[src/rtl/sl1_pkg.sv]
// Shared types and constants for the smooth L1 loss reduction block.
package sl1_pkg;

   // Element count width and the saturation limit of the count.
   localparam int COUNT_BITS = 24;
   localparam logic [COUNT_BITS-1:0] COUNT_MAX = {COUNT_BITS{1'b1}};

   // Field widths.
   localparam int VALUE_BITS = 16;
   localparam int IN_DATA_BITS = 48;
   localparam int RESULT_BITS = 64;
   localparam int MAG_BITS = 16;
   localparam int RAW_LOSS_BITS = 24;
   localparam int LOSS_BITS = 33;

   // Queue between the front and the back part.
   localparam int QUEUE_DEPTH = 8;
   localparam int QPTR_BITS = $clog2(QUEUE_DEPTH);
   localparam int QCNT_BITS = $clog2(QUEUE_DEPTH + 1);
   localparam int OCC_BITS = QCNT_BITS + 1;

   // Divider step counter.
   localparam int DIV_STEP_BITS = $clog2(RESULT_BITS);
   localparam logic [DIV_STEP_BITS-1:0] DIV_LAST_STEP = DIV_STEP_BITS'(RESULT_BITS - 1);

   // Configuration register indexes.
   localparam logic CSR_REDUCTION_MODE = 1'b0;
   localparam logic CSR_WEIGHT_ENABLE = 1'b1;

   // Reduction mode codes; the spare code behaves like none.
   localparam logic [1:0] MODE_NONE = 2'd0;
   localparam logic [1:0] MODE_MEAN = 2'd1;
   localparam logic [1:0] MODE_SUM = 2'd2;
   localparam logic [1:0] MODE_SPARE = 2'd3;

   // One element loss on its way from the front to the back.
   typedef struct packed {
      logic signed [LOSS_BITS-1:0] loss;
      logic last;
   } entry_type;

   // Write side of the queue.
   typedef struct packed {
      logic valid;
      entry_type entry;
   } q_push_type;

   // Read side of the queue.
   typedef struct packed {
      logic valid;
      entry_type entry;
   } q_head_type;

   // Fill level seen by the front part.
   typedef struct packed {
      logic [QCNT_BITS-1:0] count;
   } q_status_type;

endpackage

[src/rtl/smooth_l1_loss_reduce.sv]
// Top level of the smooth L1 loss block with weighting and reduction.
//
//   Channel  Direction  Handshake              Payload
//   req      in         req_tvalid/req_tready  tdata: prediction, target, weight; tlast: last_in
//   rsp      out        rsp_tvalid/rsp_tready  tdata: loss_value; tlast: last_out
//   csr      in         csr_we                 csr_index, csr_wdata
//
// Items are taken one per cycle while the queue has room; an element loss passes through
// a three-stage front pipeline and an eight-entry queue, and the back part consumes one
// queue entry per cycle while it is running and its output register is free. A mean result
// adds the steps of the one-bit-per-cycle divider plus an emit state, once per run.
// Reset is synchronous and clears configuration, accumulator, count and all valids.
// A stalled result holds in the output register while items keep entering until the
// queue is full.
module smooth_l1_loss_reduce import sl1_pkg::*; (
   input  logic                    clock,
   input  logic                    reset,
   input  logic                    req_tvalid,
   output logic                    req_tready,
   // Fields from bit 0: prediction[15:0], target[31:16], weight[47:32].
   input  logic [IN_DATA_BITS-1:0] req_tdata,
   input  logic                    req_tlast,
   output logic                    rsp_tvalid,
   input  logic                    rsp_tready,
   // Fields from bit 0: loss_value[63:0].
   output logic [RESULT_BITS-1:0]  rsp_tdata,
   output logic                    rsp_tlast,
   input  logic                    csr_we,
   input  logic                    csr_index,
   input  logic [1:0]              csr_wdata
);

   logic [1:0]   mode_ff, mode_in;
   logic         weight_en_ff, weight_en_in;
   q_push_type   q_push;
   q_head_type   q_head;
   q_status_type q_status;
   logic         q_pop;

   // Configuration register writes.
   always_comb begin
      mode_in = mode_ff;
      weight_en_in = weight_en_ff;
      if (csr_we) begin
         unique case (csr_index)
            CSR_REDUCTION_MODE: mode_in = csr_wdata;
            CSR_WEIGHT_ENABLE:  weight_en_in = csr_wdata[0];
            default:            mode_in = mode_ff;
         endcase
      end
   end

   always_ff @(posedge clock) begin
      if (reset) begin
         mode_ff <= MODE_NONE;
         weight_en_ff <= 1'b0;
      end else begin
         mode_ff <= mode_in;
         weight_en_ff <= weight_en_in;
      end
   end

   sl1_front u_front (
      .clock         (clock),
      .reset         (reset),
      .weight_enable (weight_en_ff),
      .req_tvalid    (req_tvalid),
      .req_tready    (req_tready),
      .req_tdata     (req_tdata),
      .req_tlast     (req_tlast),
      .q_status      (q_status),
      .q_push        (q_push)
   );

   sl1_queue u_queue (
      .clock    (clock),
      .reset    (reset),
      .q_push   (q_push),
      .q_pop    (q_pop),
      .q_head   (q_head),
      .q_status (q_status)
   );

   sl1_back u_back (
      .clock          (clock),
      .reset          (reset),
      .reduction_mode (mode_ff),
      .q_head         (q_head),
      .q_pop          (q_pop),
      .rsp_tvalid     (rsp_tvalid),
      .rsp_tready     (rsp_tready),
      .rsp_tdata      (rsp_tdata),
      .rsp_tlast      (rsp_tlast)
   );

endmodule

[src/rtl/sl1_front.sv]
// Front part: accepts items and computes each element loss in three stages.
module sl1_front import sl1_pkg::*; (
   input  logic                    clock,
   input  logic                    reset,
   input  logic                    weight_enable,
   input  logic                    req_tvalid,
   output logic                    req_tready,
   // Fields from bit 0: prediction[15:0], target[31:16], weight[47:32].
   input  logic [IN_DATA_BITS-1:0] req_tdata,
   input  logic                    req_tlast,
   input  q_status_type            q_status,
   output q_push_type              q_push
);

   logic                          v1_ff, v1_in, v2_ff, v2_in, v3_ff, v3_in;
   logic [MAG_BITS-1:0]           d_ff, d_in;
   logic signed [VALUE_BITS-1:0]  w1_ff, w1_in, w2_ff, w2_in;
   logic                          last1_ff, last1_in, last2_ff, last2_in, last3_ff, last3_in;
   logic [RAW_LOSS_BITS-1:0]      raw_ff, raw_in;
   logic signed [LOSS_BITS-1:0]   loss_ff, loss_in;

   logic signed [VALUE_BITS:0]    diff;
   logic [OCC_BITS-1:0]           occupancy;
   logic [2*8-1:0]                d_sq;
   logic signed [RAW_LOSS_BITS+VALUE_BITS:0] prod;
   logic                          accept;

   // Room is kept in the queue for every item still in the stages.
   assign occupancy = OCC_BITS'(q_status.count) + OCC_BITS'(v1_ff) + OCC_BITS'(v2_ff)
                      + OCC_BITS'(v3_ff);
   assign req_tready = occupancy < OCC_BITS'(QUEUE_DEPTH);
   assign accept = req_tvalid && req_tready;

   // Stage one: magnitude of the difference.
   always_comb begin
      diff = $signed({req_tdata[VALUE_BITS-1], req_tdata[VALUE_BITS-1:0]})
             - $signed({req_tdata[2*VALUE_BITS-1], req_tdata[2*VALUE_BITS-1:VALUE_BITS]});
      d_in = diff[VALUE_BITS] ? MAG_BITS'(-diff) : MAG_BITS'(diff);
      w1_in = $signed(req_tdata[3*VALUE_BITS-1:2*VALUE_BITS]);
      last1_in = req_tlast;
      v1_in = accept;
   end

   // Stage two: quadratic loss below 1.0, linear loss above.
   always_comb begin
      d_sq = d_ff[7:0] * d_ff[7:0];
      if (d_ff < MAG_BITS'(256)) begin
         raw_in = RAW_LOSS_BITS'(d_sq[15:1]);
      end else begin
         raw_in = {d_ff, 8'h00} - RAW_LOSS_BITS'(32768);
      end
      w2_in = w1_ff;
      last2_in = last1_ff;
      v2_in = v1_ff;
   end

   // Stage three: optional weighting; the arithmetic shift rounds toward minus infinity.
   always_comb begin
      prod = $signed({1'b0, raw_ff}) * w2_ff;
      if (weight_enable) begin
         loss_in = prod[RAW_LOSS_BITS+VALUE_BITS:8];
      end else begin
         loss_in = $signed(LOSS_BITS'(raw_ff));
      end
      last3_in = last2_ff;
      v3_in = v2_ff;
   end

   always_ff @(posedge clock) begin
      if (reset) begin
         v1_ff <= 1'b0;
         v2_ff <= 1'b0;
         v3_ff <= 1'b0;
      end else begin
         v1_ff <= v1_in;
         v2_ff <= v2_in;
         v3_ff <= v3_in;
      end
      d_ff <= d_in;
      w1_ff <= w1_in;
      last1_ff <= last1_in;
      raw_ff <= raw_in;
      w2_ff <= w2_in;
      last2_ff <= last2_in;
      loss_ff <= loss_in;
      last3_ff <= last3_in;
   end

   assign q_push.valid = v3_ff;
   assign q_push.entry.loss = loss_ff;
   assign q_push.entry.last = last3_ff;

endmodule

[src/rtl/sl1_queue.sv]
// Short queue of element losses between the front and the back part.
module sl1_queue import sl1_pkg::*; (
   input  logic         clock,
   input  logic         reset,
   input  q_push_type   q_push,
   input  logic         q_pop,
   output q_head_type   q_head,
   output q_status_type q_status
);

   entry_type              slot_ff [QUEUE_DEPTH];
   logic [QPTR_BITS-1:0]   wr_ptr_ff, wr_ptr_in, rd_ptr_ff, rd_ptr_in;
   logic [QCNT_BITS-1:0]   count_ff, count_in;
   logic                   do_pop;

   // The front only pushes when there is room.
   assign do_pop = q_pop && (count_ff != '0);

   always_comb begin
      wr_ptr_in = q_push.valid ? wr_ptr_ff + 1'b1 : wr_ptr_ff;
      rd_ptr_in = do_pop ? rd_ptr_ff + 1'b1 : rd_ptr_ff;
      count_in = count_ff + QCNT_BITS'(q_push.valid) - QCNT_BITS'(do_pop);
   end

   always_ff @(posedge clock) begin
      if (reset) begin
         wr_ptr_ff <= '0;
         rd_ptr_ff <= '0;
         count_ff <= '0;
      end else begin
         wr_ptr_ff <= wr_ptr_in;
         rd_ptr_ff <= rd_ptr_in;
         count_ff <= count_in;
      end
      if (q_push.valid) begin
         slot_ff[wr_ptr_ff] <= q_push.entry;
      end
   end

   assign q_head.valid = count_ff != '0;
   assign q_head.entry = slot_ff[rd_ptr_ff];
   assign q_status.count = count_ff;

endmodule

[src/rtl/sl1_back.sv]
// Back part: reduction, mean divider and the result register.
module sl1_back import sl1_pkg::*; (
   input  logic                   clock,
   input  logic                   reset,
   input  logic [1:0]             reduction_mode,
   input  q_head_type             q_head,
   output logic                   q_pop,
   output logic                   rsp_tvalid,
   input  logic                   rsp_tready,
   // Fields from bit 0: loss_value[63:0].
   output logic [RESULT_BITS-1:0] rsp_tdata,
   output logic                   rsp_tlast
);

   typedef enum logic [2:0] {
      ST_RUN  = 3'b001,
      ST_DIV  = 3'b010,
      ST_EMIT = 3'b100
   } state_type;

   state_type                     state_ff, state_in;
   logic signed [RESULT_BITS-1:0] acc_ff, acc_in;
   logic [COUNT_BITS-1:0]         count_ff, count_in;
   logic                          out_valid_ff, out_valid_in;
   logic [RESULT_BITS-1:0]        out_data_ff, out_data_in;
   logic                          out_last_ff, out_last_in;
   logic [RESULT_BITS-1:0]        quo_ff, quo_in;
   logic [COUNT_BITS-1:0]         rem_ff, rem_in;
   logic [COUNT_BITS-1:0]         divisor_ff, divisor_in;
   logic                          neg_ff, neg_in;
   logic [DIV_STEP_BITS-1:0]      step_ff, step_in;

   logic                          out_free;
   logic                          reducing;
   logic signed [RESULT_BITS:0]   sum_wide;
   logic signed [RESULT_BITS-1:0] sat_sum;
   logic [COUNT_BITS-1:0]         count_next;
   logic [COUNT_BITS:0]           rem_shift;
   logic                          rem_fits;

   assign out_free = !out_valid_ff || rsp_tready;
   assign q_pop = (state_ff == ST_RUN) && out_free && q_head.valid;
   assign reducing = (reduction_mode == MODE_MEAN) || (reduction_mode == MODE_SUM);

   // Saturating accumulate and saturating count.
   always_comb begin
      sum_wide = $signed({acc_ff[RESULT_BITS-1], acc_ff})
                 + $signed((RESULT_BITS+1)'(q_head.entry.loss));
      if (sum_wide[RESULT_BITS] != sum_wide[RESULT_BITS-1]) begin
         sat_sum = sum_wide[RESULT_BITS] ? {1'b1, {(RESULT_BITS-1){1'b0}}}
                                         : {1'b0, {(RESULT_BITS-1){1'b1}}};
      end else begin
         sat_sum = sum_wide[RESULT_BITS-1:0];
      end
      count_next = (count_ff < COUNT_MAX) ? count_ff + 1'b1 : count_ff;
   end

   // One restoring divide step on the magnitude.
   always_comb begin
      rem_shift = {rem_ff, quo_ff[RESULT_BITS-1]};
      rem_fits = rem_shift >= {1'b0, divisor_ff};
   end

   always_comb begin
      state_in = state_ff;
      acc_in = acc_ff;
      count_in = count_ff;
      out_valid_in = out_valid_ff && !rsp_tready;
      out_data_in = out_data_ff;
      out_last_in = out_last_ff;
      quo_in = quo_ff;
      rem_in = rem_ff;
      divisor_in = divisor_ff;
      neg_in = neg_ff;
      step_in = step_ff;
      unique case (state_ff)
         ST_RUN: begin
            if (q_pop) begin
               if (!reducing) begin
                  out_valid_in = 1'b1;
                  out_data_in = RESULT_BITS'(q_head.entry.loss);
                  out_last_in = q_head.entry.last;
                  if (q_head.entry.last) begin
                     acc_in = '0;
                     count_in = '0;
                  end
               end else if (!q_head.entry.last) begin
                  acc_in = sat_sum;
                  count_in = count_next;
               end else begin
                  acc_in = '0;
                  count_in = '0;
                  if (reduction_mode == MODE_SUM) begin
                     out_valid_in = 1'b1;
                     out_data_in = sat_sum;
                     out_last_in = 1'b1;
                  end else begin
                     neg_in = sat_sum[RESULT_BITS-1];
                     quo_in = sat_sum[RESULT_BITS-1] ? RESULT_BITS'(-sat_sum)
                                                     : RESULT_BITS'(sat_sum);
                     rem_in = '0;
                     divisor_in = count_next;
                     step_in = '0;
                     state_in = ST_DIV;
                  end
               end
            end
         end
         ST_DIV: begin
            rem_in = rem_fits ? COUNT_BITS'(rem_shift - {1'b0, divisor_ff})
                              : rem_shift[COUNT_BITS-1:0];
            quo_in = {quo_ff[RESULT_BITS-2:0], rem_fits};
            step_in = step_ff + 1'b1;
            if (step_ff == DIV_LAST_STEP) begin
               state_in = ST_EMIT;
            end
         end
         ST_EMIT: begin
            if (out_free) begin
               out_valid_in = 1'b1;
               out_data_in = neg_ff ? -quo_ff : quo_ff;
               out_last_in = 1'b1;
               state_in = ST_RUN;
            end
         end
         default: begin
            state_in = ST_RUN;
         end
      endcase
   end

   always_ff @(posedge clock) begin
      if (reset) begin
         state_ff <= ST_RUN;
         acc_ff <= '0;
         count_ff <= '0;
         out_valid_ff <= 1'b0;
      end else begin
         state_ff <= state_in;
         acc_ff <= acc_in;
         count_ff <= count_in;
         out_valid_ff <= out_valid_in;
      end
      out_data_ff <= out_data_in;
      out_last_ff <= out_last_in;
      quo_ff <= quo_in;
      rem_ff <= rem_in;
      divisor_ff <= divisor_in;
      neg_ff <= neg_in;
      step_ff <= step_in;
   end

   assign rsp_tvalid = out_valid_ff;
   assign rsp_tdata = out_data_ff;
   assign rsp_tlast = out_last_ff;

endmodule

[config.mk]
export PLATFORM = sky130hd
export DESIGN_NAME = smooth_l1_loss_reduce
export DESIGN_NICKNAME = d
export VERILOG_FILES = /design/src/rtl/sl1_pkg.sv /design/src/rtl/smooth_l1_loss_reduce.sv /design/src/rtl/sl1_front.sv /design/src/rtl/sl1_queue.sv /design/src/rtl/sl1_back.sv
export SDC_FILE = /design/constraint.sdc
export NUM_CORES = 2
export LEC_CHECK = 0
export BUFFER_PORTS_ARGS = -buffer_cell sky130_fd_sc_hd__buf_2
export CAP_MARGIN = 20
export CORE_MARGIN = 2
export CORE_UTILIZATION = 46
export CTS_CLUSTER_DIAMETER = 80
export DETAILED_ROUTE_END_ITERATION = 12
export HOLD_SLACK_MARGIN = 0.08
export PLACE_DENSITY_LB_ADDON = 0.25
export SYNTH_ARGS = -nofsm -noshare
export SYNTH_HDL_FRONTEND = slang
export SYNTH_SLANG_ARGS = --single-unit
[constraint.sdc]
create_clock -name clock -period 10.4 [get_ports clock]
set_input_delay 0.52 -clock clock [delete_from_list [all_inputs] [get_ports clock]]
set_output_delay 0.52 -clock clock [all_outputs]
set_load 0.005 [all_outputs]
==> impl_metrics.json <==
{
  "min_path_type": "input pin to register",
  "place_congestion": 0.976,
  "fin_crit_ns": 9.71,
  "synth_cells": 4837,
  "rsz0062_at_grt": "false",
  "drive_gt1_share_pct": 10.5,
  "critPathMaxFanout": 45,
  "crit_arrival_ns": 10.08,
  "cts_tree": "done",
  "drc": 0,
  "clk_pin_slew_worst_paths_ns": 0.06,
  "cap_violations": 0,
  "status": "finished, final reports clean",
  "num_rows": 119,
  "crit_end": "u_back.quo_ff[62]",
  "port_buffers": 123,
  "maxSlewViolCount": 0,
  "htreeDepth": 3,
  "finalHoldViolCount": 0,
  "dp_hpwl_um": 89700,
  "drt_first_pass_iters": 5,
  "setup_viol": 0,
  "critPathCaptureType": "register",
  "cts.sinks": 674,
  "nNetsFinal": 5570,
  "syn_area_per_cell_um2": 10.1,
  "start_util_pct": 46.4,
  "coreArea_um2": 105000,
  "drt_iter0_drc": 2539,
  "path_class": "register to register",
  "worst_pin_slew_ns": 1.12,
  "regArea_um2": 18100,
  "crit_path_start_kind": "register",
  "fillers": 9520,
  "die_h_um": 330,
  "pin_count": 124,
  "grt.total_usage_pct": 22.9,
  "ys_warn_count": 0,
  "die-area_um2": 109000,
  "grt_max_degree": 91,
  "via_per_inst": 5.59,
  "syn_area_um2": 48800,
  "drtAntennaViolNets": 0,
  "crit_top_cell": "o21ai_0",
  "grt_pass1_wl_um": 198000,
  "dr_total_vias": 35497,
  "fmaxAchievable_ghz": 0.103,
  "wl_per_cell_um": 19.4,
  "grt_pass1_vias": 35688,
  "synth.distinct_cells": 95,
  "die-width_um": 330,
  "antenna_found_initial": 1,
  "finClkSkew_ns": 0.0405,
  "cts_buffer_depth": 3,
  "cts_root_buffer": "clkbuf_16",
  "overflow": 0,
  "cts-buffers-inserted": 75,
  "synth_seq_area_share_pct": 37.0,
  "required_ns": 10.77,
  "worstSkewPairLatency_ns": 0.65,
  "maxSlewHeadroom_pct": 25.7,
  "area_delta_synth_final_pct": 10.2,
  "async_reset_ff_share_pct": 0,
  "ys_ff_latch": 674,
  "setup_tns_ns": 0,
  "postRouteWirelength_um": 123000,
  "r2r-end": "u_back.quo_ff[62]",
  "multi_input_area_um2": 28100,
  "reg2reg_slack_ns": 0.69,
  "synth-edff-count": 456,
  "period_share_pct": 93.4,
  "ys.flop_type": "edfxtp_1",
  "cpMaxStageDelayCell": "or4_4",
  "r2r_cells": 34,
  "cp_slowest_stage_delay_ns": 0.60
}
==> critical path: cells and delay by family, from the launching register on <==
family / cells / cell delay, ns
flops: 1 / 0.57
buf+inv: 3 / 0.64
compound gates: 15 / 3.82
xor+xnor: 2 / 0.33
fa+ha+maj: 3 / 0.89
simple gates: 8 / 2.16
mux: 3 / 0.98
==> timing repair <==
item                                   in CTS  in global routing
hold buffers                               17                  0
setup endpoints to repair                   0                  1
buffers inserted                            0                  0
endpoints found under the hold margin      17                  0
resized for setup                           0                  1
==> state kept, by name (all words and copies together) (netlist names), 6 cells and up, named ones only <==
register           count
u_back.count_ff       24
u_front.d_ff          16
u_front.raw_ff        23
u_back.rsp_tdata      64
u_back.step_ff         6
u_back.quo_ff         64
u_front.w2_ff         16
u_queue.slot_ff      272
u_back.divisor_ff     24
u_front.w1_ff         16
u_front.loss_ff       33
u_back.acc_ff         64
u_back.rem_ff         24
==> layout by cell type (no fill, tap or decap), drive strengths merged, types with 191 or more instances in the layout <==
cell type,netlist,routed
and2,191,191
buf,23,196
dfxtp,218,218
edfxtp,456,456
fa,331,331
ha,282,282
inv,518,523
nand2,480,480
nor2,379,379
o21ai,246,246
==> kinds of logic after synthesis <==
group / count (synthesis) / synth area share, %
and+or+nand+nor: 1465 / 14.5
AOI/OAI and AO/OA: 899 / 11.9
buffers and inverters: 755 / 5.82
DFF: 674 / 37.0
adders and majority gates: 613 / 20.8
xor gates and xnor gates: 266 / 4.77
muxes: 163 / 5.24
other: 2 / 0.0154
==> worst min-delay path by stage <==
stage                             end  slack [ns]         startpoint  depth (start not counted)
CTS                        mode_ff[0]        0.09       csr_wdata[0]                          3
finish                     mode_ff[0]        0.13       csr_wdata[0]                          3
global route            u_front.v1_ff        0.13         req_tvalid                          2
detailed placement   u_front.last3_ff        0.31   u_front.last2_ff                          0
global placement    u_front.w2_ff[13]        0.31  u_front.w1_ff[13]                          0
floorplan            u_front.last2_ff        0.31   u_front.last1_ff                          0
==> per-stage QoR <==
stage | worst slack (ns) | util (%) | cell area, µm² | std cells | hold slack, ns
2_1_floorplan | 0.890 | - | 48900 | 4844 | 0.310
3_3_place_gp | 0.883 | 48.5 | 51000 | 6196 | 0.311
3_5_place_dp | 0.790 | 48.5 | 51000 | 6196 | 0.312
4_1_cts | 0.727 | 51.1 | 53800 | 6348 | 0.0913
5_1_grt | 0.0452 | 51.1 | 53800 | 6349 | 0.131
6_report | 0.687 | 51.1 | 53800 | 6350 | 0.130
==> layout make-up <==
type / instances / area share [%]
Clock inverter: 42 / 0.940
Inverter: 520 / 3.63
Sequential cell: 674 / 33.6
Clock buffer: 93 / 3.84
Tap cell: 1391 / 3.24
Timing Repair Buffer: 214 / 2.58
Multi-Input combinational cell: 3415 / 52.2
Antenna cell: 1 / 0.00465
==> cells in the mapped netlist (22+ instances only) <==
cell type    n  area (µm²)
a211oi_1    26         195
a21o_1      59         443
a21oi_1    189         946
a22oi_1     72         541
and2_1     191        1190
and3_1      33         206
clkbuf_1   212         796
dfxtp_1    218        4360
edfxtp_1   456       13700
fa_1       331        6630
ha_1       282        3530
inv_1      517        1940
mux2_2      61         687
mux2i_1     34         340
mux4_2      68        1530
nand2_1    480        1800
nand2b_1    32         200
nand3_1     62         310
nand4_1     36         225
nor2_1     379        1420
nor2b_1     41         257
nor3_1      69         345
o211ai_1    48         360
o21a_1      30         225
o21ai_0    239        1200
o21bai_1    28         210
o31ai_1     67         503
or2_2       22         138
or3_1       27         169
xnor2_1    153        1340
xor2_1     113         990
==> routing by layer <==
metal	wire length [µm]	part of all wire, %	global-route usage [%]
met2	58500	48	38.6
met4	3230	2.6	6.20
met1	54500	44	30.9
met5	0	0	0
met3	6790	5.5	3.33
Power is not shown: default switching activity piles up to over one toggle a cycle in this logic, so the estimate is an artifact.
